`src/rtl/core/pahc_pkg.sv`:
```
package pahc_pkg;

	// Sizes of the store and of the item fields
	localparam int MAX_SLOTS = 256;
	localparam int SLOT_W    = $clog2(MAX_SLOTS);
	localparam int ID_W      = 16;
	localparam int KEY_W     = 32;
	localparam int FRAME_W   = 32;
	localparam int TYPE_W    = 4;
	localparam int CSIZE_W   = 9;
	localparam int OUTC_W    = 2;

	// Remainder unit: key bits consumed per cycle
	localparam int DIV_BITS  = 8;
	localparam int DIV_STEPS = KEY_W / DIV_BITS;
	localparam int DSTEP_W   = $clog2(DIV_STEPS);

	// Register port
	localparam int PADDR_W   = 3;
	localparam int PDATA_W   = 32;
	localparam int REG_IDX_W = PADDR_W - 2;
	localparam logic [REG_IDX_W-1:0] REG_TABLE_SIZE = '0;
	localparam logic [CSIZE_W-1:0]   CSIZE_RESET    = CSIZE_W'(1);

	// Operation codes
	localparam logic OP_LOOKUP = 1'b0;
	localparam logic OP_INVAL  = 1'b1;

	// Outcome codes
	localparam logic [OUTC_W-1:0] OUT_HIT   = 2'd0;
	localparam logic [OUTC_W-1:0] OUT_CLAIM = 2'd1;
	localparam logic [OUTC_W-1:0] OUT_SPARE = 2'd2;
	localparam logic [OUTC_W-1:0] OUT_INVAL = 2'd3;

	// One slot of the store
	typedef struct packed {
		logic [ID_W-1:0]    first;
		logic [ID_W-1:0]    second;
		logic [FRAME_W-1:0] frame;
	} entry_t;

	localparam int ENTRY_W = $bits(entry_t);

	// Controller to datapath
	typedef struct packed {
		logic load;
		logic div_step;
		logic rd;
		logic upd;
		logic scan_rd;
		logic out_load;
	} cmd_t;

	// Datapath to controller
	typedef struct packed {
		logic scan_last;
		logic out_free;
	} sts_t;

endpackage

```
`src/rtl/core/pahc_ctrl.sv`:
```
module pahc_ctrl (
	input  logic          clk,
	input  logic          arst_n,
	input  logic          in_valid,
	input  logic          in_operation,
	output logic          in_ready,
	input  pahc_pkg::sts_t sts,
	output pahc_pkg::cmd_t cmd
);
	import pahc_pkg::*;

	typedef enum logic [2:0] {
		S_IDLE,
		S_DIV,
		S_READ,
		S_UPD,
		S_SCAN,
		S_FLUSH,
		S_DONE
	} state_t;

	state_t             state_q;
	logic               rdy_q;
	logic [DSTEP_W-1:0] step_q;

	assign in_ready = rdy_q;

	// Commands decoded from the current state
	always_comb begin
		cmd          = '0;
		cmd.load     = rdy_q && in_valid;
		cmd.div_step = (state_q == S_DIV);
		cmd.rd       = (state_q == S_READ);
		cmd.upd      = (state_q == S_UPD);
		cmd.scan_rd  = (state_q == S_SCAN);
		cmd.out_load = (state_q == S_DONE) && sts.out_free;
	end

	// Sequencer
	always_ff @(posedge clk or negedge arst_n) begin
		if (!arst_n) begin
			state_q <= S_IDLE;
			rdy_q   <= 1'b1;
			step_q  <= '0;
		end else begin
			case (state_q)
				S_IDLE: begin
					if (rdy_q && in_valid) begin
						rdy_q   <= 1'b0;
						step_q  <= '0;
						state_q <= (in_operation == OP_INVAL) ? S_SCAN : S_DIV;
					end
				end
				S_DIV: begin
					step_q <= step_q + 1'b1;
					if (step_q == DSTEP_W'(DIV_STEPS - 1)) begin
						state_q <= S_READ;
					end
				end
				S_READ: begin
					state_q <= S_UPD;
				end
				S_UPD: begin
					state_q <= S_DONE;
				end
				S_SCAN: begin
					if (sts.scan_last) begin
						state_q <= S_FLUSH;
					end
				end
				S_FLUSH: begin
					state_q <= S_DONE;
				end
				S_DONE: begin
					if (sts.out_free) begin
						rdy_q   <= 1'b1;
						state_q <= S_IDLE;
					end
				end
				default: begin
					rdy_q   <= 1'b1;
					state_q <= S_IDLE;
				end
			endcase
		end
	end

endmodule

```
`config.mk`:
```
export PLATFORM = sky130hd
export DESIGN_NAME = pahc_ctrl
export DESIGN_NICKNAME = d
export VERILOG_FILES = /design/src/rtl/core/pahc_pkg.sv /design/src/rtl/core/pahc_ctrl.sv
export SDC_FILE = /design/constraint.sdc
export NUM_CORES = 1
export LEC_CHECK = 0
export BUFFER_PORTS_ARGS = -buffer_cell sky130_fd_sc_hd__buf_2
export CAP_MARGIN = 20
export CORE_AREA = 2 2 39 41
export CTS_CLUSTER_SIZE = 16
export DETAILED_ROUTE_END_ITERATION = 7
export DIE_AREA = 0 0 41 43
export GPL_TIMING_DRIVEN = 0
export PLACE_DENSITY = 0.55
export SYNTH_ARGS = -nofsm -noshare
export SYNTH_HDL_FRONTEND = slang
export SYNTH_SLANG_ARGS = --single-unit
```
`constraint.sdc`:
```
create_clock -name clk -period 4.08 [get_ports clk]
set_clock_uncertainty 0.05 [all_clocks]
set_input_delay 0.408 -clock clk [delete_from_list [all_inputs] [get_ports clk]]
set_output_delay 0.408 -clock clk [all_outputs]
set_load 0.1 [all_outputs]
```
=== Yosys cells after proc, flatten, opt, wreduce, memory -nomap -nowiden ===
Cells that the tools add are included.

* Bits in registers: 6
* Input port bits: 6
* Output and inout port bits: 7
* Word-level logic and storage cells: 36

* Add/sub/neg operators: 1
* Equal/unequal tests: 11
* Multiplexer cells: 11
* Bitwise operators: 1
* Reduce and logical (&&, ||, !) cells: 9

{| class="wikitable"
|+ Operators with widths
! operator !! number
|-
| $pmux 3 s6 || 1
|-
| $mux 3 || 5
|-
| $eq 3x3->1 const B || 3
|-
| $eq 3x2->1 const B || 2
|-
| $ne 2x2->1 const B || 3
|-
| $reduce_or 5->1 || 1
|-
| $pmux 2 s2 || 1
|-
| $reduce_and 4->1 || 1
|-
| $eq 3x1->1 const B || 1
|-
| $logic_not 3->1 || 1
|-
| $pmux 1 s3 || 1
|-
| $reduce_and 3->1 || 1
|-
| $add 2x1->2 const B || 1
|-
| $eq 2x2->1 const B || 1
|-
| $logic_and 1x1->1 || 2
|-
| $mux 1 || 2
|-
| $mux 2 || 1
|-
| $ne 2x1->1 const B || 1
|-
| $reduce_and 2->1 || 1
|-
| $reduce_bool 2->1 || 1
|-
| $reduce_or 2->1 || 1
|-
| $not 1->1 || 1
|}

=== Logic depth before layout (Yosys ltp) ===
Gate-level depths: netlist of run 1.

* Word-level depth: 4
* Mapped depth: 4
* Mapped depth without buffers: 4

=== Worst setup path before layout of run 1 ===
OpenSTA, ideal clock, no wires.

* Path type: reg2out
* Start: register state_q[0]
* End: output port cmd[3] in the netlist's numbering
* Arrival: 2.740 ns
* Data required time: 3.622 ns
* Setup slack: 0.882 ns
* Cell stages (with the launch flop): 3
* Buffers on the path: 1
* Path through: dfrtp_1 > clkbuf_8 > nor3b_1

{| class="wikitable"
|+ RTL lines
! element !! line !! source
|-
| start: declaration || pahc_ctrl.sv:22 || <nowiki>state_t state_q;</nowiki>
|-
| start signal: assignment || pahc_ctrl.sv:51 || <nowiki>state_q <= (in_operation == OP_INVAL) ? S_SCAN : S_DIV;</nowiki>
|-
| end: declaration || pahc_ctrl.sv:8 || <nowiki>output pahc_pkg::cmd_t cmd</nowiki>
|}

==> results of run 1 <==
worst max path at each step:
stage / startpoint / endpoint / slack, ns
6_report: state_q[2] / cmd[0] / 2.01
5_1_grt: state_q[2] / cmd[0] / 1.91
4_1_cts: state_q[2] / cmd[0] / 2.00
3_5_place_dp: state_q[2] / cmd[0] / 2.28
3_3_place_gp: state_q[2] / cmd[0] / 2.29
2_1_floorplan: state_q[0] / cmd[3] / 0.88
Yosys cell counts, drive strengths merged:
cell / number / area share, %
ha: 1 / 2.9
or2b: 2 / 4.1
nor3b: 1 / 1.8
mux2i: 1 / 2.4
and3b: 1 / 2.4
nor2: 3 / 4.4
a22o: 1 / 2.4
nand2: 4 / 3.5
a221o: 1 / 2.4
clkbuf: 1 / 3.2
dfstp: 1 / 6.2
dfrtp: 5 / 29
inv: 5 / 4.4
o21bai: 1 / 1.8
o22ai: 2 / 2.9
nor2b: 1 / 2.1
o21ai: 5 / 5.9
o21a: 1 / 1.8
buf: 2 / 5.3
a21oi: 3 / 3.5
or3b: 1 / 2.1
nand3: 1 / 1.2
o41ai: 1 / 3.8
registers in the layout (all words and copies together), names as in the netlist:
| register | flops |
|---|---|
| in_ready | 1 |
| state_q | 3 |
| step_q | 2 |
per-stage QoR:
| stage | instance area, µm² | instances | worst slack [ns] | utilization (%) | hold WS (ns) |
|---|---|---|---|---|---|
| 2_1_floorplan | 424 | 45 | 0.882 | - | 0.0624 |
| 3_3_place_gp | 504 | 73 | 2.29 | 36.4 | 0.196 |
| 3_5_place_dp | 504 | 73 | 2.28 | 36.4 | 0.196 |
| 4_1_cts | 541 | 78 | 2.00 | 39.1 | 0.384 |
| 5_1_grt | 541 | 78 | 1.91 | 39.1 | 0.392 |
| 6_report | 541 | 78 | 2.01 | 39.1 | 0.390 |
worst min-delay path, cell delays in order:
cell and delay (ns):
buf_2 0.10, inv_1 0.06, o41ai_2 0.07
cells by family after synthesis:
logic type,synth area share [%]
AND/OR/NAND/NOR,21.5
AO/OA/AOI/OAI,24.5
multiplexers,2.36
adder cells (fa/ha/maj),2.95
buffers and inverters,13.0
flip-flops,35.7
per-layer routing:
layer	global-route usage, %	wire length (µm)	vias to the layer above
li1	-	-	190
met1	18.0	486	160
met2	15.3	390	10
met3	1.57	50	2
met4	10.0	9	0
met5	0	0	-
layout make-up:
type / count / share of cell area (%)
buffer: 3 / 6.71
clock buffer: 4 / 4.86
inverter: 5 / 3.47
multi-input combinational: 31 / 40.3
sequential: 6 / 28.0
tap: 16 / 3.70
timing repair buffer: 13 / 13.0
==> results by group, run 1 <==
Critical path
  • CP peak stage delay: 0.43 ns
  • Crit path max-delay cell type: buf_2
  • Critical Path Sink Type: primary output
  • Req. time, crit path: 3.62 ns
  • Critical Path AT: 1.61 ns
  • R2r startpoint: in_ready
  • Critical path buffers and inverters: 2
  • Critical path type: flop to primary output
  • CP Max Fanout: 10
  • Critical path depth in cells: 4
  • R2R Setup Slk: 2.62 ns
  • Worst R2R Path Depth: 3
  • Crit-path cells: buf_6 > or2b_2 > nor2_1 > buf_2
  • Crit path max-delay family: buffers and inverters
  • R2r endpoint: state_q[2]
  • Worst Setup Start Kind: flop

Clock network
  • CTS buffer count: 3
  • Skew-Pair Late Insertion Delay: 0.24 ns
  • CTS tree: built
  • PostCTS Resize Cnt: 0
  • H-tree depth: 1
  • Post-CTS setup buffers: 0
  • Clock slew at reported path FFs: 0.05 ns
  • Hold-fix buffers at CTS: 1
  • Clk buf depth: 2
  • Clk sinks: 6
  • Root buf cell: clkbuf_4

Final layout
  • Most common cell after layout, fill and taps aside: buf_2
  • Layout cells sized above 1: 43.5%
  • FF/Latch Area: 151 µm²
  • Layout net count: 70
  • Multi-input gate area: 218 µm²
  • Commonest non-fill, non-tap cells in the layout: 12 x buf_2, 5 x inv_1, 5 x o21ai_0, 5 x dfrtp_1, 4 x nand2_1
  • Fill count: 151
  • Syn-to-layout area delta: 27.4%
  • # diodes: 0

Global route
  • GR Util All Layers: 12.3%
  • First-pass GRT wire length: 1440 µm
  • Initial antenna violation count: 0
  • Vias in the first global route: 331
  • GRT overflow: 0
  • Largest net degree at the start of global routing: 11

Floorplan
  • Num rows: 14
  • Total core area: 1380 µm²
  • Die Y: 43 µm
  • Die X: 41 µm
  • # IOs: 13
  • Effective utilization at floorplan: 30.7%
  • Die area: 1760 µm²

Route
  • 1st-iter DRT viols: 6
  • WL final: 936 µm
  • Routed Antenna Nets: 0
  • Total iterations of the first detailed-routing run: 4
  • Vias per inst: 4.64
  • Vias after detailed routing: 362
  • Routed WL per cell: 12.0 µm
  • DRC viols: 0

STA
  • RSZ-0062 raised after global routing: no
  • TNS Setup: 0 ns
  • Final period util: 50.7%
  • Tightest Pin Transition: 0.488 ns
  • Max transition margin: 67.7%
  • Final count of negative-setup-slack endpoints: 0
  • Fin crit period: 2.07 ns
  • Achievable Freq: 484 MHz
  • Slew Limit Fails: 0
  • Hold Fails Final Rpt: 0

Status
  • Status: finished, final reports clean

Synthesis
  • Post-synth cell types: 24
  • Synth Cell Area: 424 µm²
  • Synth Warn #: 0
  • Sequential area share after synthesis: 35.7%
  • Synth Register Bits: 6
  • Syn Nets: 52
  • Post-Syn Area per Cell: 9.43 µm²
  • Mapped Cells: 45

Hold path
  • Hold endpoint: state_q[2]
  • Min-delay src: in_operation
  • Hold Crit Depth: 3
  • HP Class: input pin to flop

Placement
  • Routability cong.: 0.713
  • I/O Buffers: 12
  • Hpwl dp: 695 µm

Job
  • Maximum Capacitance Violations: 0
Power of run 1 is left out: the tool's default activity adds up to more than one toggle a clock period on the data nets, which glitch-free logic cannot reach.
==> inputs of run 2 (changes only) <==
==> constraint.sdc (replaced) <==
create_clock -name clk -period 1.92 [get_ports clk]
set_clock_uncertainty 0.05 [all_clocks]
set_input_delay 0.192 -clock clk [delete_from_list [all_inputs] [get_ports clk]]
set_output_delay 0.192 -clock clk [all_outputs]
set_load 0.1 [all_outputs]
==> run 2 against run 1 <==
Cell count is the same. Die area is the same. Worst setup slack lost 1.9 ns. Sequential share of layout area shrank 0.82 points. First-iteration DRC count shrank 83%. Critical path depth is the same. Clock-buffer cell count is the same. Core utilization grew 1.2 points. Flip-flop and latch count is the same.
==> results by group, run 2 (same netlist as run 1, synthesis figures left out) <==
Floorplan
  • # IOs: 13
  • Die Y: 43 µm
  • Die X: 41 µm
  • Num rows: 14
  • Die area: 1760 µm²
  • Total core area: 1380 µm²
  • Effective utilization at floorplan: 30.7%

Critical path
  • Critical Path Sink Type: primary output
  • Req. time, crit path: 1.68 ns
  • Critical Path AT: 1.60 ns
  • Worst Setup Start Kind: flop
  • CP Max Fanout: 10
  • Critical path type: flop to primary output

STA
  • Hold Fails Final Rpt: 0
  • Hold slack: 0.169 ns
  • Fin crit period: 1.84 ns
  • Max transition margin: 67.9%
  • Slew Limit Fails: 0
  • Tightest Pin Transition: 0.485 ns
  • RSZ-0062 raised after global routing: no
  • Final count of negative-setup-slack endpoints: 0
  • Final period util: 95.9%
  • Final worst setup slack: 0.0781 ns
  • Achievable Freq: 543 MHz

Final layout
  • Max reg flops: 3
  • Top reg by flops: state_q
  • Syn-to-layout area delta: 31.3%
  • Layout net count: 70
  • Layout cells sized above 1: 50.0%
  • # diodes: 0
  • Fill count: 149
  • Final Non-Filler Cells: 78
  • Final instance area: 557 µm²
  • Most common cell after layout, fill and taps aside: buf_2
  • Commonest non-fill, non-tap cells in the layout: 11 x buf_2, 5 x o21ai_0, 5 x dfrtp_1

Job
  • Maximum Capacitance Violations: 0

Clock network
  • CTS tree: built
  • CTS buffer count: 3
  • Root buf cell: clkbuf_4
  • Skew-Pair Late Insertion Delay: 0.25 ns
  • Post-CTS setup buffers: 0
  • Clk buf depth: 2
  • H-tree depth: 1
  • Clock slew at reported path FFs: 0.06 ns
  • Clk sinks: 6

Route
  • Routed WL per cell: 11.4 µm
  • Vias per inst: 4.86
  • WL final: 886 µm
  • Total iterations of the first detailed-routing run: 4
  • DRC viols: 0
  • 1st-iter DRT viols: 1
  • Routed Antenna Nets: 0
  • Vias after detailed routing: 379

Global route
  • Largest net degree at the start of global routing: 11
  • Vias in the first global route: 335
  • GR Util All Layers: 11.6%
  • Initial antenna violation count: 0
  • First-pass GRT wire length: 1310 µm
  • GRT overflow: 0

Hold path
  • HP Class: input pin to flop

Placement
  • Cells after DPL: 73
  • Dpl ws: 0.325 ns
  • Routability cong.: 0.775
  • Dpl cell area: 518 µm²
  • I/O Buffers: 12
  • Hpwl dp: 668 µm

Status
  • Status: finished, final reports clean
-- run 2: metrics by stage --
stage               setup TNS, ns  util, %
global route                    0     40.2
finish                          0     40.2
floorplan                 -0.0793        -
CTS                             0     40.1
detailed placement              0     37.4
global placement                0     37.4
-- run 2: area by class of cell --
class,instances,area [µm²],area share [%]
clock buffers,4,26.3,4.72
multi-input cells,31,228,40.9
flip-flops and latches,6,151,27.2
plain buffers,3,36.3,6.52
repair buffers,13,72.6,13.0
well taps,16,20.0,3.60
inverters,5,22.5,4.04
-- run 2: what timing repair did --
action                                 4_1_cts  5_1_grt
resized for setup                            0        1
setup endpoints to repair                    0        1
endpoints found under the hold margin        6        0
hold buffers                                 1        0
-- run 2: routing by layer --
layer  vias up  track usage, %  share of wire [%]
met5         -               0                  0
met4         0            10.0                1.2
met2        10            15.6                 47
met1       179            15.2                 47
met3         2            1.57                5.2
li1        188               -                  -
-- run 2: worst paths after layout --
check                        startpoint    endpoint  slack (ns)  depth (start not counted)
hold reg to reg                in_ready    in_ready        0.43                          2
setup / recovery             state_q[2]      cmd[1]        0.08                          4
setup reg to reg               in_ready  state_q[2]        0.43                          3
hold / removal             in_operation  state_q[2]        0.17                          3
max in group asynchronous        arst_n    in_ready        1.34                          2
min in group asynchronous        arst_n  state_q[2]        0.25                          2
-- run 2: critical path: stages, from the launching register on --
cell	delay, ns
dfrtp_1	0.36
buf_6	0.15
or2b_2	0.34
nor2_2	0.08
buf_2	0.42
Power of run 2 is left out for the same reason.
==> inputs of run 3 (changes only) <==
--- a/config.mk
+++ b/config.mk
@@ -12,7 +12,7 @@
 export DETAILED_ROUTE_END_ITERATION = 7
 export DIE_AREA = 0 0 41 43
 export GPL_TIMING_DRIVEN = 0
-export PLACE_DENSITY = 0.55
+export PLACE_DENSITY_LB_ADDON = 0.2
 export SYNTH_ARGS = -nofsm -noshare
 export SYNTH_HDL_FRONTEND = slang
 export SYNTH_SLANG_ARGS = --single-unit
==> constraint.sdc (replaced) <==
create_clock -name clk -period 1.92 [get_ports clk]
set_clock_uncertainty 0.05 [all_clocks]
set_input_delay 0.48 -clock clk [delete_from_list [all_inputs] [get_ports clk]]
set_output_delay 0.48 -clock clk [all_outputs]
set_load 0.1 [all_outputs]
==> run 3 against run 2 <==
Flip-flop and latch count unchanged. Critical path depth unchanged. Sequential share of layout area decreased by 2.8 points. Largest cell class unchanged. Via count unchanged. Global-route usage increased by 0.41 points.
==> results by group, run 3 (same netlist as run 1, synthesis figures left out) <==
STA
  • Final worst setup slack: 0.0729 ns
  • Fin crit period: 1.85 ns
  • Final period util: 96.2%
  • Achievable Freq: 541 MHz
  • Max transition margin: 68.2%
  • Hold slack: 0.432 ns
  • Final count of negative-setup-slack endpoints: 0
  • Hold Fails Final Rpt: 0
  • Slew Limit Fails: 0
  • RSZ-0062 raised after global routing: yes
  • TNS Setup: 0 ns
  • Tightest Pin Transition: 0.481 ns

Placement
  • Dpl ws: 0.0136 ns
  • Cells after DPL: 73
  • I/O Buffers: 12
  • Hpwl dp: 667 µm
  • Routability cong.: 0.717

Global route
  • GRT overflow: 0
  • Vias in the first global route: 337
  • First-pass GRT wire length: 1360 µm
  • Initial antenna violation count: 0
  • GR Util All Layers: 12.0%
  • Largest net degree at the start of global routing: 11

Hold path
  • Hold endpoint: step_q[0]
  • Min-delay src: step_q[0]
  • Hold Crit Depth: 1
  • HP Class: flop to flop

Route
  • Routed WL per cell: 11.0 µm
  • 1st-iter DRT viols: 4
  • Routed Antenna Nets: 0
  • Met2 WL: 405 µm
  • Highest metal used: met3
  • Total iterations of the first detailed-routing run: 2
  • WL met3: 50 µm
  • DRC viols: 0
  • M1 wire length: 411 µm
  • Vias per inst: 4.80
  • Vias after detailed routing: 379
  • WL final: 867 µm

Status
  • Status: finished, final reports clean

Floorplan
  • # IOs: 13
  • Die area: 1760 µm²
  • Effective utilization at floorplan: 30.7%
  • Die X: 41 µm
  • Total core area: 1380 µm²
  • Num rows: 14
  • Die Y: 43 µm

Critical path
  • Critical path buffers and inverters: 2
  • Critical Path AT: 1.32 ns
  • Crit path max-delay cell type: dfrtp_1
  • CP peak stage delay: 0.35 ns
  • Crit path max-delay family: simple AND/OR/NAND/NOR gates
  • R2R Setup Slk: 0.35 ns
  • Worst R2R Path Depth: 3
  • Critical path type: flop to primary output
  • Critical Path Sink Type: primary output
  • R2r startpoint: in_ready
  • CP Max Fanout: 8
  • Crit-path cells: buf_6 > or2b_4 > nor2_4 > buf_12
  • R2r endpoint: state_q[2]
  • Worst Setup Start Kind: flop
  • Req. time, crit path: 1.39 ns

Clock network
  • Clk buf depth: 2
  • CTS tree: built
  • Skew-Pair Late Insertion Delay: 0.24 ns
  • Root buf cell: clkbuf_4
  • H-tree depth: 1
  • CTS buffer count: 3
  • Clock slew at reported path FFs: 0.05 ns
  • Clk sinks: 6

Job
  • Maximum Capacitance Violations: 0

Final layout
  • Syn-to-layout area delta: 49.9%
  • Most common cell after layout, fill and taps aside: buf_2
  • Layout cells sized above 1: 50.8%
  • Commonest non-fill, non-tap cells in the layout: 6 x buf_2, 5 x buf_6, 5 x o21ai_0, 5 x dfrtp_1
  • Final Non-Filler Cells: 79
  • # diodes: 0
  • Top reg by flops: state_q
  • Fill count: 132
  • Layout net count: 71
  • Max reg flops: 3
==> run 3: changes by cell type in the layout (fill, tap and decap cells not counted), sizes merged <==
| cell | previous run | this run |
|---|---|---|
| buf | 13 | 15 |
| clkbuf | 6 | 5 |
==> run 3: how the worst max path moves through the flow <==
stage	slack, ns	to	cells after the start	from
CTS	0.02	cmd[0]	4	state_q[2]
global placement	0.02	cmd[0]	4	state_q[2]
global route	-0.002	cmd[0]	4	state_q[2]
floorplan	-0.005	cmd[3]	2	state_q[1]
detailed placement	0.01	cmd[0]	4	state_q[2]
finish	0.07	cmd[1]	4	state_q[2]
==> run 3: area by class of cell <==
cell class	count	area (µm²)	area share, %
multi-input combinational	31	246	38.8
sequential	6	155	24.4
tap	16	20.0	3.15
clock buffer	4	26.3	4.13
timing repair buffer	14	129	20.3
inverter	5	22.5	3.54
buffer	3	36.3	5.71
==> run 3: per-stage QoR <==
step	utilization [%]	area, µm²
2_1_floorplan	-	458
3_3_place_gp	38.9	538
3_5_place_dp	38.9	538
4_1_cts	44.6	617
5_1_grt	45.9	636
6_report	45.9	636
==> run 3: metal layers <==
metal	track usage (%)	up-vias
met5	0	-
met4	10.0	0
met3	3.14	0
met2	16.3	10
met1	14.9	176
li1	-	193
==> run 3: repair_timing <==
action	in CTS	in global routing
setup endpoints to repair	6	5
pin swaps	0	1
hold buffers	1	0
endpoints found under the hold margin	5	0
setup buffers	0	1
gates resized for setup	13	3
Power of run 3 is left out for the same reason.
